### config.mk
export PLATFORM = sky130hd
export DESIGN_NAME = two_edge_timing_window_check_top_flat
export DESIGN_NICKNAME = d
export VERILOG_FILES = /design/src/rtl/core/tewc_pkg.sv /design/src/rtl/core/tewc_if.sv /design/src/rtl/core/tewc_cfg_regs.sv /design/src/rtl/core/tewc_in_stage.sv /design/src/rtl/core/tewc_eval.sv /design/src/rtl/core/two_edge_timing_window_check_top.sv /design/src/flat_wrapper.sv
export SDC_FILE = /design/constraint.sdc
export NUM_CORES = 1
export LEC_CHECK = 0
export BUFFER_PORTS_ARGS = -buffer_cell sky130_fd_sc_hd__buf_4
export CELL_PAD_IN_SITES_DETAIL_PLACEMENT = 0
export CELL_PAD_IN_SITES_GLOBAL_PLACEMENT = 1
export CORE_MARGIN = 3
export CORE_UTILIZATION = 54
export DETAILED_ROUTE_END_ITERATION = 8
export PLACE_DENSITY = 0.83
export SYNTH_ARGS = -nofsm -noshare
export SYNTH_HDL_FRONTEND = slang
export SYNTH_SLANG_ARGS = --single-unit
### constraint.sdc
create_clock -name clk_i -period 14.05 [get_ports clk_i]
set_clock_uncertainty 0.2 [all_clocks]
set_input_delay 0.7025 -clock clk_i [delete_from_list [all_inputs] [get_ports clk_i]]
set_output_delay 0.7025 -clock clk_i [all_outputs]
set_load 0.01 [all_outputs]
### src/rtl/core/tewc_pkg.sv
`timescale 1ns / 1ps
// ----------------------------------------------------------------------------
// tewc_pkg
// Shared types and constants of the timing window check on reference and data edges.
// ----------------------------------------------------------------------------
package tewc_pkg;

  localparam int TIME_BITS = 63;
  localparam int LIMIT_W   = 32;
  localparam int CMP_W     = (TIME_BITS + 2 > LIMIT_W + 2) ? TIME_BITS + 2 : LIMIT_W + 2;
  localparam int CFG_IDX_W = 3;
  localparam int CFG_DATA_W = 32;

  typedef enum logic [1:0] {
    KIND_SETUPHOLD = 2'd0,
    KIND_REMOVAL   = 2'd1,
    KIND_RECOVERY  = 2'd2,
    KIND_RECREM    = 2'd3
  } kind_e;

  typedef enum logic [1:0] {
    SIDE_NONE   = 2'd0,
    SIDE_BEFORE = 2'd1,
    SIDE_AFTER  = 2'd2
  } side_e;

  typedef enum logic {
    ACT_REF  = 1'b0,
    ACT_DATA = 1'b1
  } action_e;

  typedef enum logic [CFG_IDX_W-1:0] {
    CFG_CHECK_KIND          = 3'd0,
    CFG_FIRST_LIMIT         = 3'd1,
    CFG_SECOND_LIMIT        = 3'd2,
    CFG_FIRST_SIGNED_LIMIT  = 3'd3,
    CFG_SECOND_SIGNED_LIMIT = 3'd4,
    CFG_NEGATIVE_LIMITS_ON  = 3'd5,
    CFG_CHECKS_OFF          = 3'd6
  } cfg_idx_e;

  typedef struct packed {
    kind_e                     check_kind;
    logic [LIMIT_W-1:0]        first_limit;
    logic [LIMIT_W-1:0]        second_limit;
    logic signed [LIMIT_W-1:0] first_signed_limit;
    logic signed [LIMIT_W-1:0] second_signed_limit;
    logic                      negative_limits_on;
    logic                      checks_off;
  } cfg_t;

  typedef struct packed {
    logic                 ref_seen;
    logic [TIME_BITS-1:0] ref_time;
    logic                 data_seen;
    logic [TIME_BITS-1:0] data_time;
  } edge_state_t;

endpackage

### src/rtl/core/tewc_if.sv
`timescale 1ns / 1ps
// ----------------------------------------------------------------------------
// tewc interfaces
// Valid/ready channels for edge events, check results and register writes.
// ----------------------------------------------------------------------------
interface tewc_evt_if import tewc_pkg::*; ();
  logic                 valid;
  logic                 ready;
  logic                 action;
  logic [TIME_BITS-1:0] event_time;

  modport source (output valid, action, event_time, input ready);
  modport sink   (input valid, action, event_time, output ready);
endinterface

interface tewc_res_if import tewc_pkg::*; ();
  logic       valid;
  logic       ready;
  logic [1:0] violation_side;
  logic       notifier_level;

  modport source (output valid, violation_side, notifier_level, input ready);
  modport sink   (input valid, violation_side, notifier_level, output ready);
endinterface

interface tewc_cfg_if import tewc_pkg::*; ();
  logic                  valid;
  logic                  ready;
  logic [CFG_IDX_W-1:0]  index;
  logic [CFG_DATA_W-1:0] data;

  modport source (output valid, index, data, input ready);
  modport sink   (input valid, index, data, output ready);
endinterface

### src/rtl/core/tewc_cfg_regs.sv
`timescale 1ns / 1ps
// ----------------------------------------------------------------------------
// tewc_cfg_regs
// Configuration register file, one write word per cycle.
// ----------------------------------------------------------------------------
module tewc_cfg_regs import tewc_pkg::*; (
  input  logic         clk_i,
  input  logic         rst_ni,
  tewc_cfg_if.sink     cfg_i,
  output cfg_t         cfg_o
);

  cfg_t cfg_q;

  assign cfg_i.ready = 1'b1;
  assign cfg_o       = cfg_q;

  always_ff @(posedge clk_i or negedge rst_ni) begin
    if (!rst_ni) begin
      cfg_q <= '0;
    end else if (cfg_i.valid) begin
      unique case (cfg_idx_e'(cfg_i.index))
        CFG_CHECK_KIND:          cfg_q.check_kind <= kind_e'(cfg_i.data[1:0]);
        CFG_FIRST_LIMIT:         cfg_q.first_limit <= cfg_i.data[LIMIT_W-1:0];
        CFG_SECOND_LIMIT:        cfg_q.second_limit <= cfg_i.data[LIMIT_W-1:0];
        CFG_FIRST_SIGNED_LIMIT:  cfg_q.first_signed_limit <= cfg_i.data[LIMIT_W-1:0];
        CFG_SECOND_SIGNED_LIMIT: cfg_q.second_signed_limit <= cfg_i.data[LIMIT_W-1:0];
        CFG_NEGATIVE_LIMITS_ON:  cfg_q.negative_limits_on <= cfg_i.data[0];
        CFG_CHECKS_OFF:          cfg_q.checks_off <= cfg_i.data[0];
        default: begin
        end
      endcase
    end
  end

endmodule

### src/rtl/core/tewc_in_stage.sv
`timescale 1ns / 1ps
// ----------------------------------------------------------------------------
// tewc_in_stage
// Input register for edge events with valid/ready flow control.
// ----------------------------------------------------------------------------
module tewc_in_stage import tewc_pkg::*; (
  input  logic                 clk_i,
  input  logic                 rst_ni,
  tewc_evt_if.sink             evt_i,
  input  logic                 adv_i,
  output logic                 valid_o,
  output logic                 action_o,
  output logic [TIME_BITS-1:0] time_o
);

  logic                 valid_q;
  logic                 action_q;
  logic [TIME_BITS-1:0] time_q;
  logic                 take;

  assign evt_i.ready = !valid_q || adv_i;
  assign take        = evt_i.valid && evt_i.ready;

  always_ff @(posedge clk_i or negedge rst_ni) begin
    if (!rst_ni) begin
      valid_q <= 1'b0;
    end else if (take) begin
      valid_q <= 1'b1;
    end else if (adv_i) begin
      valid_q <= 1'b0;
    end
  end

  always_ff @(posedge clk_i) begin
    if (take) begin
      action_q <= evt_i.action;
      time_q   <= evt_i.event_time;
    end
  end

  assign valid_o  = valid_q;
  assign action_o = action_q;
  assign time_o   = time_q;

endmodule

### src/rtl/core/tewc_eval.sv
`timescale 1ns / 1ps
// ----------------------------------------------------------------------------
// tewc_eval
// Edge state update and window evaluation for one event.
// ----------------------------------------------------------------------------
module tewc_eval import tewc_pkg::*; (
  input  cfg_t                 cfg_i,
  input  logic                 action_i,
  input  logic [TIME_BITS-1:0] time_i,
  input  edge_state_t          state_i,
  output edge_state_t          state_o,
  output side_e                side_o
);

  logic                    is_data;
  logic                    closes;
  logic                    both_seen;
  logic signed [CMP_W-1:0] ref_ext;
  logic signed [CMP_W-1:0] dat_ext;
  logic signed [CMP_W-1:0] gap;
  logic signed [CMP_W-1:0] first_u;
  logic signed [CMP_W-1:0] second_u;
  logic signed [CMP_W-1:0] first_s;
  logic signed [CMP_W-1:0] second_s;
  logic signed [CMP_W-1:0] lim_before;
  logic signed [CMP_W-1:0] lim_after;
  logic signed [CMP_W-1:0] sum_before;
  logic signed [CMP_W-1:0] sum_first;
  logic                    gap_neg;
  logic                    gap_le;
  logic                    hit;

  assign is_data = (action_e'(action_i) == ACT_DATA);

  always_comb begin
    state_o = state_i;
    if (is_data) begin
      state_o.data_seen = 1'b1;
      state_o.data_time = time_i;
    end else begin
      state_o.ref_seen = 1'b1;
      state_o.ref_time = time_i;
    end
  end

  // data minus reference, exact in the wide signed domain
  assign ref_ext  = signed'({{(CMP_W-TIME_BITS){1'b0}}, state_o.ref_time});
  assign dat_ext  = signed'({{(CMP_W-TIME_BITS){1'b0}}, state_o.data_time});
  assign gap      = dat_ext - ref_ext;
  assign gap_neg  = gap[CMP_W-1];
  assign gap_le   = gap_neg || (gap == '0);

  assign first_u  = signed'({{(CMP_W-LIMIT_W){1'b0}}, cfg_i.first_limit});
  assign second_u = signed'({{(CMP_W-LIMIT_W){1'b0}}, cfg_i.second_limit});
  assign first_s  = signed'({{(CMP_W-LIMIT_W){cfg_i.first_signed_limit[LIMIT_W-1]}},
                             cfg_i.first_signed_limit});
  assign second_s = signed'({{(CMP_W-LIMIT_W){cfg_i.second_signed_limit[LIMIT_W-1]}},
                             cfg_i.second_signed_limit});

  always_comb begin
    priority if (cfg_i.negative_limits_on && cfg_i.check_kind == KIND_RECREM) begin
      lim_before = second_s;
      lim_after  = first_s;
    end else if (cfg_i.negative_limits_on) begin
      lim_before = first_s;
      lim_after  = second_s;
    end else if (cfg_i.check_kind == KIND_RECREM) begin
      lim_before = second_u;
      lim_after  = first_u;
    end else begin
      lim_before = first_u;
      lim_after  = second_u;
    end
  end

  assign sum_before = gap + lim_before;
  assign sum_first  = gap + first_u;
  assign both_seen  = state_o.ref_seen && state_o.data_seen;

  always_comb begin
    closes = 1'b0;
    hit    = 1'b0;
    side_o = SIDE_NONE;
    unique case (cfg_i.check_kind)
      KIND_REMOVAL: begin
        closes = !is_data;
        hit    = gap_neg && !sum_first[CMP_W-1] && (sum_first != '0);
        side_o = (both_seen && closes && hit) ? SIDE_BEFORE : SIDE_NONE;
      end
      KIND_RECOVERY: begin
        closes = is_data;
        hit    = !gap_neg && (gap < first_u);
        side_o = (both_seen && closes && hit) ? SIDE_AFTER : SIDE_NONE;
      end
      default: begin
        closes = 1'b1;
        if (cfg_i.checks_off) begin
          hit = 1'b0;
        end else if (cfg_i.negative_limits_on) begin
          hit = !sum_before[CMP_W-1] && (sum_before != '0) && (gap < lim_after);
        end else if (gap_le) begin
          hit = !sum_before[CMP_W-1] && (sum_before != '0);
        end else begin
          hit = (gap < lim_after);
        end
        if (both_seen && closes && hit) begin
          side_o = gap_le ? SIDE_BEFORE : SIDE_AFTER;
        end
      end
    endcase
  end

endmodule

### src/rtl/core/two_edge_timing_window_check_top.sv
`timescale 1ns / 1ps
// ----------------------------------------------------------------------------
// two_edge_timing_window_check_top
// Setuphold / removal / recovery / recrem window check on timestamped edges.
//
//   channel  dir  modport         word
//   evt_i    in   tewc_evt_if     action, event_time
//   res_o    out  tewc_res_if     violation_side, notifier_level
//   cfg_i    in   tewc_cfg_if     index, data (register write)
//
// One event per cycle unless a held result stalls. An accepted event passes
// the input register, then the window compare into the result register.
// The subtract and compares on the stored edge times set the cycle.
// A held result stalls only the input register; one more event is taken.
// Reset clears edge state, notifier and all configuration registers.
// ----------------------------------------------------------------------------
module two_edge_timing_window_check_top import tewc_pkg::*; (
  input  logic       clk_i,
  input  logic       rst_ni,
  tewc_evt_if.sink   evt_i,
  tewc_res_if.source res_o,
  tewc_cfg_if.sink   cfg_i
);

  cfg_t                 cfg;
  logic                 s1_valid;
  logic                 s1_action;
  logic [TIME_BITS-1:0] s1_time;
  logic                 adv;
  edge_state_t          state_q;
  edge_state_t          state_d;
  side_e                side_d;
  logic                 notifier_q;
  logic                 notifier_d;
  logic                 res_valid_q;
  side_e                res_side_q;
  logic                 res_notifier_q;

  tewc_cfg_regs u_cfg_regs (
    .clk_i  (clk_i),
    .rst_ni (rst_ni),
    .cfg_i  (cfg_i),
    .cfg_o  (cfg)
  );

  tewc_in_stage u_in_stage (
    .clk_i    (clk_i),
    .rst_ni   (rst_ni),
    .evt_i    (evt_i),
    .adv_i    (adv),
    .valid_o  (s1_valid),
    .action_o (s1_action),
    .time_o   (s1_time)
  );

  tewc_eval u_eval (
    .cfg_i    (cfg),
    .action_i (s1_action),
    .time_i   (s1_time),
    .state_i  (state_q),
    .state_o  (state_d),
    .side_o   (side_d)
  );

  assign adv        = s1_valid && (!res_valid_q || res_o.ready);
  assign notifier_d = notifier_q ^ (side_d != SIDE_NONE);

  always_ff @(posedge clk_i or negedge rst_ni) begin
    if (!rst_ni) begin
      state_q     <= '0;
      notifier_q  <= 1'b0;
      res_valid_q <= 1'b0;
    end else begin
      if (adv) begin
        state_q     <= state_d;
        notifier_q  <= notifier_d;
        res_valid_q <= 1'b1;
      end else if (res_o.ready) begin
        res_valid_q <= 1'b0;
      end
    end
  end

  always_ff @(posedge clk_i) begin
    if (adv) begin
      res_side_q     <= side_d;
      res_notifier_q <= notifier_d;
    end
  end

  assign res_o.valid          = res_valid_q;
  assign res_o.violation_side = res_side_q;
  assign res_o.notifier_level = res_notifier_q;

`ifndef SYNTH
  a_notifier_tracks: assert property (@(posedge clk_i) disable iff (!rst_ni)
    adv |=> (res_notifier_q == notifier_q))
    else $error("result notifier differs from notifier state");

  a_toggle_on_violation: assert property (@(posedge clk_i) disable iff (!rst_ni)
    adv |=> ((notifier_q != $past(notifier_q)) == (res_side_q != SIDE_NONE)))
    else $error("notifier toggle does not match violation");

  a_unseen_no_violation: assert property (@(posedge clk_i) disable iff (!rst_ni)
    (adv && !(state_d.ref_seen && state_d.data_seen)) |=> (res_side_q == SIDE_NONE))
    else $error("violation before both edges seen");

  a_removal_side: assert property (@(posedge clk_i) disable iff (!rst_ni)
    (adv && cfg.check_kind == KIND_REMOVAL) |=> (res_side_q != SIDE_AFTER))
    else $error("removal reported after side");

  a_recovery_side: assert property (@(posedge clk_i) disable iff (!rst_ni)
    (adv && cfg.check_kind == KIND_RECOVERY) |=> (res_side_q != SIDE_BEFORE))
    else $error("recovery reported before side");

  a_stall_only_when_full: assert property (@(posedge clk_i) disable iff (!rst_ni)
    !evt_i.ready |-> (s1_valid && res_valid_q))
    else $error("input stalled with room available");
`endif

endmodule

### src/flat_wrapper.sv
// flat-port wrapper written by rule: the top's interface ports become plain ports
module two_edge_timing_window_check_top_flat import tewc_pkg::*;
  (clk_i, rst_ni, evt_i_valid, evt_i_action, evt_i_event_time, evt_i_ready, res_o_valid, res_o_violation_side, res_o_notifier_level, res_o_ready, cfg_i_valid, cfg_i_index, cfg_i_data, cfg_i_ready);
  tewc_evt_if evt_i_i ();
  tewc_res_if res_o_i ();
  tewc_cfg_if cfg_i_i ();
  input  logic clk_i;
  input  logic rst_ni;
  input wire logic [$bits(evt_i_i.valid)-1:0] evt_i_valid;
  input wire logic [$bits(evt_i_i.action)-1:0] evt_i_action;
  input wire logic [$bits(evt_i_i.event_time)-1:0] evt_i_event_time;
  output wire logic [$bits(evt_i_i.ready)-1:0] evt_i_ready;
  output wire logic [$bits(res_o_i.valid)-1:0] res_o_valid;
  output wire logic [$bits(res_o_i.violation_side)-1:0] res_o_violation_side;
  output wire logic [$bits(res_o_i.notifier_level)-1:0] res_o_notifier_level;
  input wire logic [$bits(res_o_i.ready)-1:0] res_o_ready;
  input wire logic [$bits(cfg_i_i.valid)-1:0] cfg_i_valid;
  input wire logic [$bits(cfg_i_i.index)-1:0] cfg_i_index;
  input wire logic [$bits(cfg_i_i.data)-1:0] cfg_i_data;
  output wire logic [$bits(cfg_i_i.ready)-1:0] cfg_i_ready;
  assign evt_i_i.valid = evt_i_valid;
  assign evt_i_i.action = evt_i_action;
  assign evt_i_i.event_time = evt_i_event_time;
  assign evt_i_ready = evt_i_i.ready;
  assign res_o_valid = res_o_i.valid;
  assign res_o_violation_side = res_o_i.violation_side;
  assign res_o_notifier_level = res_o_i.notifier_level;
  assign res_o_i.ready = res_o_ready;
  assign cfg_i_i.valid = cfg_i_valid;
  assign cfg_i_i.index = cfg_i_index;
  assign cfg_i_i.data = cfg_i_data;
  assign cfg_i_ready = cfg_i_i.ready;
  two_edge_timing_window_check_top u_core (.clk_i(clk_i), .rst_ni(rst_ni), .evt_i(evt_i_i), .res_o(res_o_i), .cfg_i(cfg_i_i));
endmodule
==> key figures <==
Status
  – Status: finished, final reports clean

Floorplan
  – Die area: approximately 56000 µm²
  – Die height: ~240 µm
  – CORE AREA: around 53000 µm²
  – IO Pins: 110
  – Starting density of the core: 0.549
  – Cell Rows: 84
  – Die X: roughly 240 µm

STA
  – # setup viols final: 0
  – Max frequency: approximately 90 MHz
  – Tcrit/Tclk final: 0.807
  – Worst slew pin tran: around 1.2 ns
  – Final Critical Period: 11.34 ns
  – Pins over their slew limit: 0
  – Unrepaired setup endpoints after global routing: no
  – Total negative slack: 0 ns
  – Relative slew margins: 0.208
  – Final Hold Viols: 0

Detailed routing
  – Routed WL: 90.1 mm
  – Initial DRC count: 1933
  – Routed len/inst: 23.5 µm
  – Post-route ant nets: 0
  – Via/cell ratio: 6.49
  – DR vias: 24900
  – Pre-Repair DR Iteration Count: 5
  – DRC Markers: 0

Global route
  – GRT Util Overall: 0.313
  – Largest net degree at the start of global routing: 112
  – Initial antenna violation count: 0
  – Total grt overflow: 0
  – Vias in the first global route: 24800
  – First-pass GRT wire length: between 100 and 150 mm

Yosys
  – Syn Std Cell Area: 29000 µm²
  – Sequential area share after synthesis: 0.297
  – Synthesis Warnings: 0
  – Post-synth top area share: 0.227
  – Syn nets: around 3400
  – Post-Syn Instances: 3075
  – Library cells used by synthesis: 134
  – Synthesized flop and latch total: 330
  – Top FF cell, synth: dfrtp_1
  – Most area-hungry cell type in the Yosys netlist: dfrtp_1
  – Syn avg cell area: 9.42 µm²
  – EDFF count, synth: 67
  – FFs w/ async S/R, synth: 0.797
  – Ranking of synthesized cells by area: dfrtp_1 23%, ha_1 11%, mux2_2 8.9%

Critical path
  – Worst Path Max Fanout: 33
  – Crit end category: flip-flop
  – CP required: about 14 ns
  – Slowest stage delay, CP: between 0.7 and 0.8 ns
  – RR Startpoint: u_core.u_in_stage.action_o
  – Critical Path Sink: u_core.res_o.notifier_level
  – Depth of the worst register-to-register path: 40
  – WP data arrival: 11.44 ns
  – WP depth: 40
  – Flop2flop setup slack: 2.71 ns
  – FF-to-FF End: u_core.res_o.notifier_level
  – CP max stage cell: a2111oi_0
  – CP delay by family, top: simple AND/OR/NAND/NOR gates
  – CP dominant cell by count: nand4_1
  – CP startpoint: u_core.u_in_stage.action_o
  – Critical path class: reg -> reg
  – CP bufs+invs: 1
  – CP Launch Type: flip-flop

Finish
  – Final cell count without fillers: 3836
  – Diode count: 0
  – FILL cells: 4584
  – Share of layout cells above drive strength 1: 0.193
  – Most frequent cells in the layout: 266 x nand2_1, 262 x dfrtp_1, 249 x ha_1
  – Final nets: ~3500
  – Area Growth Syn to Fin: 8.92%
  – Most common cell after layout, fill and taps aside: nand2_1

Placed design
  – PortBufs: 108
  – DP Cell Count: between 3000 and 4000
  – DP HPWL: about 71 mm
  – Routability Congestion: approximately 1.0

Clock network
  – Post-CTS Repair Setup Buffers: 0
  – CTS tree: built
  – CTS Buf Count: 40
  – Clock sinks: 330
  – Cts hold-fix bufs: 0
  – Clk buf depth: 3
  – H-tree depth: 2
  – Reg clk slew, reported paths: 0.06 ns
  – Insertion delay to the later sink of the worst-skew pair: 0.56 ns
  – Post-CTS Resized: 0
  – CTS Root Cell: clkbuf_16

Power
  – Cell Pwr Density: 265 nW/µm²
  – Static leakage: 0.0132 µW
  – VDD IR max: between 100 and 150 µV

Job
  – Max Cap Violations: 0

Min path
  – Worst Hold Class: in -> async
## cell families after synthesis
group,share of synthesized area
AND/OR/NAND/NOR,0.150
AO/OA/AOI/OAI,0.193
multiplexers,0.165
flip-flops,0.297
buffers and inverters,0.0494
adder cells (fa/ha/maj),0.111
XOR/XNOR,0.0338
other,0.000130
## worst reg2reg max path: cells and delay by family (launching register included)
| family | cells | cell delay (ns) |
|---|---|---|
| DFF | 1 | 0.34 |
| and+or+nand+nor | 19 | 3.91 |
| buffers and inverters | 1 | 0.43 |
| xor gates and xnor gates | 2 | 0.60 |
| AOI/OAI and AO/OA | 13 | 3.85 |
| muxes | 1 | 0.44 |
| adders and majority gates | 4 | 1.31 |
## metal layers
layer / wire, µm / GRT usage / up-vias
met5: 0 / 0 / -
met4: 3330 / 0.117 / 0
met3: 4780 / 0.0430 / 189
met2: 44700 / 0.552 / 767
met1: 37300 / 0.393 / 12300
li1: - / - / 11700
## sequential cells by signal (all words and copies together), names as in the netlist
name,flops
u_core.res_o.violation_side,2
u_core.u_cfg_regs.cfg_o,132
u_core.u_in_stage.time_o,63
u_core.res_o.notifier_level,1
u_core.state_q,128
u_core.u_in_stage.valid_o,1
u_core.notifier_q,1
u_core.res_o.valid,1
u_core.u_in_stage.action_o,1
## Yosys cell counts, types with 15 or more instances
cell type,number
a211oi_1,24
a21o_1,66
a21oi_1,212
a31oi_1,34
and2_1,18
and3_1,23
buf_1,20
clkbuf_1,85
dfrtp_1,263
edfxtp_1,67
ha_1,250
inv_1,145
mux2_2,228
mux2i_1,82
mux4_2,62
nand2_1,267
nand2b_1,35
nand3_1,59
nand4_1,70
nor2_1,162
nor2b_1,22
nor3_1,68
nor4_1,32
o211ai_1,23
o21a_1,29
o21ai_0,224
o21bai_1,19
o31ai_1,21
or3_1,15
xnor2_1,72
xor2_1,33
## area by class of cell
cell class / instances / area (µm²) / area share
Sequential cell: 330 / 8600 / 0.273
Clock buffer: 56 / 1170 / 0.0373
Tap cell: 688 / 861 / 0.0273
Multi-Input combinational cell: 2440 / 19000 / 0.602
Inverter: 154 / 588 / 0.0186
Timing Repair Buffer: 150 / 1130 / 0.0359
Clock inverter: 18 / 206 / 0.00655
## how the worst min path moves through the flow
stage,from,to,cells after the start
after floorplan,rst_ni,u_core.notifier_q,0
after global placement,u_core.state_q[118],u_core.state_q[118],2
after detailed placement,u_core.state_q[109],u_core.state_q[109],2
after CTS,rst_ni,u_core.state_q[118],1
after global routing,rst_ni,u_core.state_q[118],1
final,rst_ni,u_core.state_q[118],1
## power by group
part	internal [µW]	switching (µW)	total, µW
sequential	1190	152	1340
combinational	2200	3720	5930
clock	659	420	1080
## through the flow
step / utilization / hold slack, ns / power (µW) / worst slack, ns / cell area (µm²)
floorplan: - / 0.207 / 5480 / 4.62 / 29000
CTS: 0.598 / 0.0507 / 8260 / 2.93 / 31500
global placement: 0.572 / 0.261 / 7070 / 3.50 / 30200
finish: 0.598 / 0.00959 / 8350 / 2.71 / 31500
detailed placement: 0.572 / 0.270 / 7130 / 3.00 / 30200
global route: 0.598 / 0.0864 / 8930 / 1.87 / 31500
(Power assumes the default switching activity.)
